File: src/design/gww_pkg.sv
// Shared constants of the greedy word wrapper.
// No dependencies; imported by every module of the block.
package gww_pkg;

    localparam int CHAR_W       = 8;
    localparam int CFG_W        = 6;
    localparam int LINE_MAX_DEF = 32;

    localparam logic [CHAR_W-1:0] SPACE_CHAR  = 8'd32;
    localparam logic [CFG_W-1:0]  WIDTH_RESET = 6'd32;

endpackage

File: src/design/gww_buf.sv
// Line buffer storage: one write port, one read port with registered data.
// Depends on gww_pkg for the character width.
module gww_buf
    import gww_pkg::*;
#(
    parameter int AW = 5
) (
    input  logic              aclk,
    input  logic              wr_en,
    input  logic [AW-1:0]     wr_addr,
    input  logic [CHAR_W-1:0] wr_data,
    input  logic              rd_en,
    input  logic [AW-1:0]     rd_addr,
    output logic [CHAR_W-1:0] rd_data
);

    localparam int DEPTH = 1 << AW;

    logic [CHAR_W-1:0] mem [DEPTH];
    logic [CHAR_W-1:0] rd_data_reg;

    always_ff @(posedge aclk) begin
        if (wr_en) begin
            mem[wr_addr] <= wr_data;
        end
    end

    always_ff @(posedge aclk) begin
        if (rd_en) begin
            rd_data_reg <= mem[rd_addr];
        end
    end

    assign rd_data = rd_data_reg;

endmodule

File: src/design/gww_seq.sv
// Sequencer of the word wrapper: line planning, cut bookkeeping, output stepping.
// Depends on gww_pkg; drives the ports of gww_buf.
module gww_seq
    import gww_pkg::*;
#(
    parameter int LINE_MAX = LINE_MAX_DEF
) (
    input  logic              aclk,
    input  logic              aresetn,
    input  logic [CFG_W-1:0]  cfg_width,
    input  logic              in_valid,
    output logic              in_ready,
    input  logic [CHAR_W-1:0] in_char,
    input  logic              in_last,
    output logic              out_valid,
    input  logic              out_ready,
    output logic [CHAR_W-1:0] out_char,
    output logic              out_line_end,
    output logic              out_text_end,
    output logic              buf_wr_en,
    output logic [$clog2(LINE_MAX > 1 ? LINE_MAX : 2)-1:0] buf_wr_addr,
    output logic [CHAR_W-1:0] buf_wr_data,
    output logic              buf_rd_en,
    output logic [$clog2(LINE_MAX > 1 ? LINE_MAX : 2)-1:0] buf_rd_addr,
    input  logic [CHAR_W-1:0] buf_rd_data
);

    localparam int AW = $clog2(LINE_MAX > 1 ? LINE_MAX : 2);
    localparam int CW = $clog2(LINE_MAX + 1);

    typedef enum logic [1:0] {
        S_IDLE,
        S_READ,
        S_EMIT,
        S_APPEND
    } state_t;

    state_t            state_reg,   state_next;
    logic [CW-1:0]     fill_reg,    fill_next;
    logic [AW-1:0]     head_reg,    head_next;
    logic [AW-1:0]     sp_pos_reg,  sp_pos_next;
    logic              sp_seen_reg, sp_seen_next;
    logic [CW-1:0]     active_reg,  active_next;
    logic [CHAR_W-1:0] char_reg,    char_next;
    logic              last_reg,    last_next;
    logic [CW-1:0]     n_reg,       n_next;
    logic [CW-1:0]     idx_reg,     idx_next;
    logic              final_reg,   final_next;
    logic              cut_reg,     cut_next;

    logic [CW-1:0] width_clamp;
    logic [CW-1:0] active_eff;
    logic          line_done;
    logic          is_cut;

    always_comb begin
        if (cfg_width == '0) begin
            width_clamp = CW'(1);
        end else if (cfg_width > CFG_W'(LINE_MAX)) begin
            width_clamp = CW'(LINE_MAX);
        end else begin
            width_clamp = CW'(cfg_width);
        end
    end

    // An empty buffer picks up the current width; a line under way keeps its own.
    assign active_eff = (fill_reg == '0) ? width_clamp : active_reg;
    assign is_cut     = (in_char != SPACE_CHAR) && sp_seen_reg;
    assign line_done  = (idx_reg == active_reg - CW'(1));

    assign in_ready     = (state_reg == S_IDLE);
    assign out_valid    = (state_reg == S_EMIT);
    assign out_char     = (idx_reg < n_reg) ? buf_rd_data : SPACE_CHAR;
    assign out_line_end = line_done;
    assign out_text_end = line_done && final_reg;

    assign buf_wr_en   = (state_reg == S_APPEND);
    assign buf_wr_addr = head_reg + AW'(fill_reg);
    assign buf_wr_data = char_reg;
    assign buf_rd_en   = (state_reg == S_READ) || (state_reg == S_EMIT && out_ready);
    assign buf_rd_addr = head_reg + AW'(idx_next);

    always_comb begin
        state_next   = state_reg;
        fill_next    = fill_reg;
        head_next    = head_reg;
        sp_pos_next  = sp_pos_reg;
        sp_seen_next = sp_seen_reg;
        active_next  = active_reg;
        char_next    = char_reg;
        last_next    = last_reg;
        n_next       = n_reg;
        idx_next     = idx_reg;
        final_next   = final_reg;
        cut_next     = cut_reg;

        unique case (state_reg)
            S_IDLE: begin
                if (in_valid) begin
                    char_next   = in_char;
                    last_next   = in_last;
                    active_next = active_eff;
                    final_next  = 1'b0;
                    cut_next    = is_cut;
                    n_next      = is_cut ? CW'(sp_pos_reg) : fill_reg;
                    idx_next    = '0;
                    state_next  = (fill_reg >= active_eff) ? S_READ : S_APPEND;
                end
            end
            S_READ: begin
                state_next = S_EMIT;
            end
            S_EMIT: begin
                if (out_ready) begin
                    if (line_done) begin
                        idx_next     = '0;
                        sp_seen_next = 1'b0;
                        sp_pos_next  = '0;
                        if (final_reg) begin
                            fill_next  = '0;
                            state_next = S_IDLE;
                        end else begin
                            // The tail after the cut holds no space: the cut took the last one.
                            if (cut_reg) begin
                                head_next = head_reg + sp_pos_reg + AW'(1);
                                fill_next = fill_reg - CW'(sp_pos_reg) - CW'(1);
                            end else begin
                                fill_next   = '0;
                                active_next = width_clamp;
                            end
                            state_next = S_APPEND;
                        end
                    end else begin
                        idx_next = idx_reg + CW'(1);
                    end
                end
            end
            S_APPEND: begin
                fill_next = fill_reg + CW'(1);
                if (char_reg == SPACE_CHAR) begin
                    sp_seen_next = 1'b1;
                    sp_pos_next  = AW'(fill_reg);
                end
                if (last_reg) begin
                    final_next = 1'b1;
                    n_next     = fill_reg + CW'(1);
                    idx_next   = '0;
                    state_next = S_READ;
                end else begin
                    state_next = S_IDLE;
                end
            end
            default: begin
                state_next = S_IDLE;
            end
        endcase
    end

    always_ff @(posedge aclk) begin
        if (!aresetn) begin
            state_reg   <= S_IDLE;
            fill_reg    <= '0;
            head_reg    <= '0;
            sp_pos_reg  <= '0;
            sp_seen_reg <= 1'b0;
            active_reg  <= CW'(LINE_MAX);
            idx_reg     <= '0;
            final_reg   <= 1'b0;
        end else begin
            state_reg   <= state_next;
            fill_reg    <= fill_next;
            head_reg    <= head_next;
            sp_pos_reg  <= sp_pos_next;
            sp_seen_reg <= sp_seen_next;
            active_reg  <= active_next;
            idx_reg     <= idx_next;
            final_reg   <= final_next;
        end
        char_reg <= char_next;
        last_reg <= last_next;
        n_reg    <= n_next;
        cut_reg  <= cut_next;
    end

endmodule

File: src/design/greedy_word_wrap_top.sv
// Greedy fixed-width word wrapper: takes one text byte per word and sends
// lines of exactly the configured width, cut before the last space of a full
// line when the next byte is not a space, padded with spaces. A byte that
// neither meets a full line nor ends a text passes through the append state
// and back to idle. A byte that arrives at a full line or carries the end mark
// adds, for each line it releases (at most two), a buffer read setup state and
// then one output character per cycle while the sink is ready; the single read
// port of the line buffer and the one-character output register set this.
// The input is not ready while a byte is being worked on. The width register
// may be written only while the block is idle; 0 acts as 1 and values above
// LINE_MAX act as LINE_MAX, and a new width takes effect at the next empty line.
// Depends on gww_pkg, gww_buf and gww_seq.
module greedy_word_wrap_top
    import gww_pkg::*;
#(
    parameter int LINE_MAX = LINE_MAX_DEF
) (
    input  logic              aclk,
    input  logic              aresetn,
    input  logic              cfg_valid,
    output logic              cfg_ready,
    input  logic [CFG_W-1:0]  cfg_data,   // width
    input  logic              s_tvalid,
    output logic              s_tready,
    input  logic [CHAR_W-1:0] s_tdata,    // [7:0] in_char
    input  logic              s_tlast,    // in_last
    output logic              m_tvalid,
    input  logic              m_tready,
    output logic [CHAR_W-1:0] m_tdata,    // [7:0] out_char
    output logic              m_tlast,    // text_end
    output logic [0:0]        m_tuser     // [0] line_end
);

    localparam int AW = $clog2(LINE_MAX > 1 ? LINE_MAX : 2);

    logic [CFG_W-1:0]  width_reg;
    logic              wr_en;
    logic [AW-1:0]     wr_addr;
    logic [CHAR_W-1:0] wr_data;
    logic              rd_en;
    logic [AW-1:0]     rd_addr;
    logic [CHAR_W-1:0] rd_data;
    logic              line_end;

    assign cfg_ready = 1'b1;

    always_ff @(posedge aclk) begin
        if (!aresetn) begin
            width_reg <= WIDTH_RESET;
        end else if (cfg_valid) begin
            width_reg <= cfg_data;
        end
    end

    gww_seq #(
        .LINE_MAX (LINE_MAX)
    ) u_seq (
        .aclk         (aclk),
        .aresetn      (aresetn),
        .cfg_width    (width_reg),
        .in_valid     (s_tvalid),
        .in_ready     (s_tready),
        .in_char      (s_tdata),
        .in_last      (s_tlast),
        .out_valid    (m_tvalid),
        .out_ready    (m_tready),
        .out_char     (m_tdata),
        .out_line_end (line_end),
        .out_text_end (m_tlast),
        .buf_wr_en    (wr_en),
        .buf_wr_addr  (wr_addr),
        .buf_wr_data  (wr_data),
        .buf_rd_en    (rd_en),
        .buf_rd_addr  (rd_addr),
        .buf_rd_data  (rd_data)
    );

    gww_buf #(
        .AW (AW)
    ) u_buf (
        .aclk    (aclk),
        .wr_en   (wr_en),
        .wr_addr (wr_addr),
        .wr_data (wr_data),
        .rd_en   (rd_en),
        .rd_addr (rd_addr),
        .rd_data (rd_data)
    );

    assign m_tuser = line_end;

endmodule

File: config.mk
export PLATFORM = sky130hd
export DESIGN_NAME = greedy_word_wrap_top
export DESIGN_NICKNAME = d
export VERILOG_FILES = /design/src/design/gww_pkg.sv /design/src/design/gww_buf.sv /design/src/design/gww_seq.sv /design/src/design/greedy_word_wrap_top.sv
export SDC_FILE = /design/constraint.sdc
export NUM_CORES = 1
export LEC_CHECK = 0
export BUFFER_PORTS_ARGS = -buffer_cell sky130_fd_sc_hd__buf_2
export CAP_MARGIN = 40
export CELL_PAD_IN_SITES_DETAIL_PLACEMENT = 1
export CELL_PAD_IN_SITES_GLOBAL_PLACEMENT = 1
export CORE_ASPECT_RATIO = 0.5
export CORE_MARGIN = 2
export CORE_UTILIZATION = 48
export DETAILED_ROUTE_END_ITERATION = 8
export GPL_ROUTABILITY_DRIVEN = 0
export PLACE_DENSITY_LB_ADDON = 0.1
export SLEW_MARGIN = 25
export SYNTH_ARGS = -nofsm -noshare
export SYNTH_HDL_FRONTEND = slang
export SYNTH_SLANG_ARGS = --single-unit
File: constraint.sdc
create_clock -name aclk -period 4.3 [get_ports aclk]
set_clock_uncertainty 0.05 [all_clocks]
set_input_delay 1.075 -clock aclk [delete_from_list [all_inputs] [get_ports aclk]]
set_output_delay 1.075 -clock aclk [all_outputs]
set_load 0.02 [all_outputs]
==> results.md <==
- Status: finished clean
- CTS sink count: 318
- Max Root-Sink Buffers: 3
- Crit-path leading delay family: compound AO/OA/AOI/OAI gates
- Achievable Freq: approximately 0.25 GHz
- Post-Syn Area: 0.01386 mm^2
- RSZ-0062 raised after global routing: false
- Nets: 1031
- Ys flop type: edfxtp_1
- Comb power frac: 0.103
- Setup-failing EPs final: 0
- DRC Markers: 0
- PwrDens: 414.7 mW/mm^2
- Die Y: 124.2 um
- Pre-antenna DRT Iters: 5
- Worst endpoint required time: 4.56 ns
- CP cell instances: inv_1 > ha_2 > o21ba_1 > a221oi_2 > a41oi_2 > nor2_4 > nor2_1 > a22o_1 > fa_2 > buf_12 > buf_4 > mux4_2 > mux2_2 > a21oi_2 > mux2i_1
- Syn Area/Cell: 15.82 um^2
- Max Fanout on Critical Path: 15
- Hold Crit Start: u_seq.sp_seen_reg$_SDFFE_PN0P_
- Clock share of power: 0.373
- Initial DRC Count: 467
- Full die area: 0.03033 mm^2
- Syn nets: 932
- Final Util: 0.5734
- Int Pwr: between 5 and 6 mW
- Post-Route WL: 32.81 mm
- Initial antenna violation count: 0
- Async set-or-reset flop fraction in the synthesized netlist: 0
- Post-synthesis compound-gate area fraction: 0.05164
- Ys Warns: 0
- CTS H-tree lvls: 1
- Top post-synthesis cells by area: edfxtp_1 (61%), mux4_2 (10%), dfxtp_1 (5.5%), ha_1 (2.9%), mux2i_1 (2.7%)
- Starting Density: 0.4944
- Global-route wire length before repair: 50.17 mm
- Library cells used by synthesis: 62
- Hold buffer count at CTS: 0
- Post-synth EDFFs: 280
- Layout cell share with drive strength beyond 1: 0.2525
- Buffers & Inverters on Critical Path: 3
- Tcrit/Tclk final: 0.9442
- Row Count: 43
- Finished Layout Cells: between 1000 and 1500
- Input/output buffers: 31
- Placed cell count: approximately 1300
- Drt wl/cell: 23.78 um
- Max reg flops: 256
- Mux share of post-synthesis cell area: 0.1437
- Routed Antenna Nets: 0
- Crit path DAT: 4.32 ns
- Layout area overhead: 15.96%
- Max VDD drop: 0.3288 mV
- Clock root cell: clkbuf_16
- Sw frac: 0.2393
- Core Footprint: 0.02803 mm^2
- Critical Path Slowest Stage Cell: fa_2
- Max incr delay on CP: 0.69 ns
- Final slew viol count: 0
- Clock transition at path regs: 0.07 ns
- Gr ovfl total: 0
- Post-synth top area share: 0.6067
- Fin crit period: 4.060 ns
- Inserted Diodes: 0
- Nature of the critical path startpoint: flip-flop
- Crit Path Category: reg2reg
- Relative slew slack: 0.4531
- Seq/Total Area, Yosys: 0.6616
- Main combinational cell family by area after synthesis: multiplexers
- Area leader, netlist: edfxtp_1
- XOR/XNOR share of the synthesized area: 0.01833
- Simple-Gate Fraction of Synth Area: 0.06996
- Reg2reg start: u_seq.active_reg[0]$_SDFFE_PN0P_
- Inserted Clock Buffers: 29
- Vias/cell: approximately 5.7
- HPWL Detailed: around 23 mm
- Post-Syn Instances: 876
- DR vias: 7920
- Worst-skew pair later-pin latency: 0.58 ns
- MaxCap Viol Count: 0
- Pin count of the biggest net entering global routing: 33
- # IOs: 33
- Pwr Total: 6.665 mW
- Net Sw Power: 1.595 mW
- Vias in the first global route: ~8400
- Post-layout worst setup margin: 0.2399 ns
- Adder-Cell Fraction of Synth Area: 0.03467
- Count leader, synth: edfxtp_1
- Endpoints failing hold: 0
- Die X: 244.3 um
- LEAKAGE: 5.550 nW
- Flop pwr share: 0.524
- Seq cells post-synth: around 320
- Setup TNS: 0 ns
- Overall Global Routing Usage: 0.2247
- CP endpoint kind: flip-flop
- Worst hold-check path type: reg2reg
- DP Worst Slack: -0.01148 ns
- Synth top cells by count: edfxtp_1 (280), nor2_1 (77), mux4_2 (64), nand2_1 (51), a21oi_1 (43)
- Worst Tran Pin Value: 0.8174 ns
- Setup crit start: u_seq.active_reg[0]$_SDFFE_PN0P_
- CTS tree: yes
## final timing paths
kind	endpoint	slack, ns	depth (start not counted)
hold / removal	u_seq.sp_seen_reg$_SDFFE_PN0P_	0.44	2
hold reg to reg	u_seq.sp_seen_reg$_SDFFE_PN0P_	0.44	2
setup reg to reg	u_buf.rd_data[3]$_DFFE_PP_	0.24	15
setup / recovery	u_buf.rd_data[3]$_DFFE_PP_	0.24	15
## logic make-up (layout without fill, tap and decap cells)
| group | count (synthesis) | in the layout |
|---|---|---|
| multiplexers | 117 | 117 |
| buffers and inverters | 64 | 186 |
| AO/OA/AOI/OAI | 111 | 111 |
| other | 1 | 1 |
| adder cells (fa/ha/maj) | 36 | 36 |
| flip-flops | 318 | 318 |
| XOR/XNOR | 26 | 26 |
| AND/OR/NAND/NOR | 203 | 203 |
## through the flow
stage / hold WS [ns] / instance area [um^2]
after floorplan: 0.4002 / 13860
after global placement: 0.4203 / 14880
after detailed placement: 0.4311 / 15010
after CTS: 0.4477 / 15950
after global routing: 0.4685 / 16070
final: 0.4389 / 16070
## power groups by stage
| stage | registers [mW] | clock network [mW] | logic, mW |
|---|---|---|---|
| after floorplan | 3.54 | 0 | 0.435 |
| after detailed placement | 3.56 | 0 | 0.686 |
| after CTS | 3.49 | 2.53 | 0.688 |
| final | 3.49 | 2.49 | 0.687 |
| after global routing | 3.50 | 2.63 | 0.752 |
| after global placement | 3.59 | 0 | 0.618 |
## tightest hold or removal path: stages, from the launching register on
cell	delay, ns
dfxtp_1	0.32
a21oi_1	0.06
nor2_1	0.07
## cell usage in the layout, fill, tap and decap left out, types with 5 or more instances in the layout
master,count
clkbuf_1,6
nand3_1,21
xnor2_1,14
mux2_2,16
a21oi_1,39
a21o_1,13
nor2b_1,7
ha_1,30
buf_4,54
buf_12,12
nor2_1,77
o21ai_0,17
dfxtp_1,36
clkbuf_16,29
nand2_1,51
xor2_1,8
edfxtp_1,280
mux2i_1,36
buf_2,31
clkinvlp_4,5
a211oi_1,5
nor3_1,8
buf_8,7
nand2b_1,5
and2_1,14
mux4_2,64
clkinv_1,8
inv_1,25
## metal layers
metal / wire (um) / part of all wire / vias up / track usage
li1: - / - / 3574 / -
met1: 15060 / 0.46 / 4102 / 0.3188
met2: 15170 / 0.46 / 206 / 0.3686
met3: 2014 / 0.061 / 38 / 0.03900
met4: 570 / 0.017 / 0 / 0.05030
met5: 0 / 0 / - / 0
## layout make-up
cell class | instances | area (um^2)
Fill cell | 2623 | 11960
Sequential cell | 318 | 9171
Multi-Input combinational cell | 494 | 4488
Timing Repair Buffer | 106 | 940.9
Clock buffer | 36 | 762.0
Tap cell | 382 | 478.0
Clock inverter | 18 | 133.9
Inverter | 26 | 97.59
## timing repair
action | in CTS | in global routing
pin swaps | 1 | 2
endpoints found under the setup margin | 2 | 8
setup buffers | 3 | 8
gates resized for setup | 1 | 9
No activity file was read; power rests on OpenSTA's default activity.
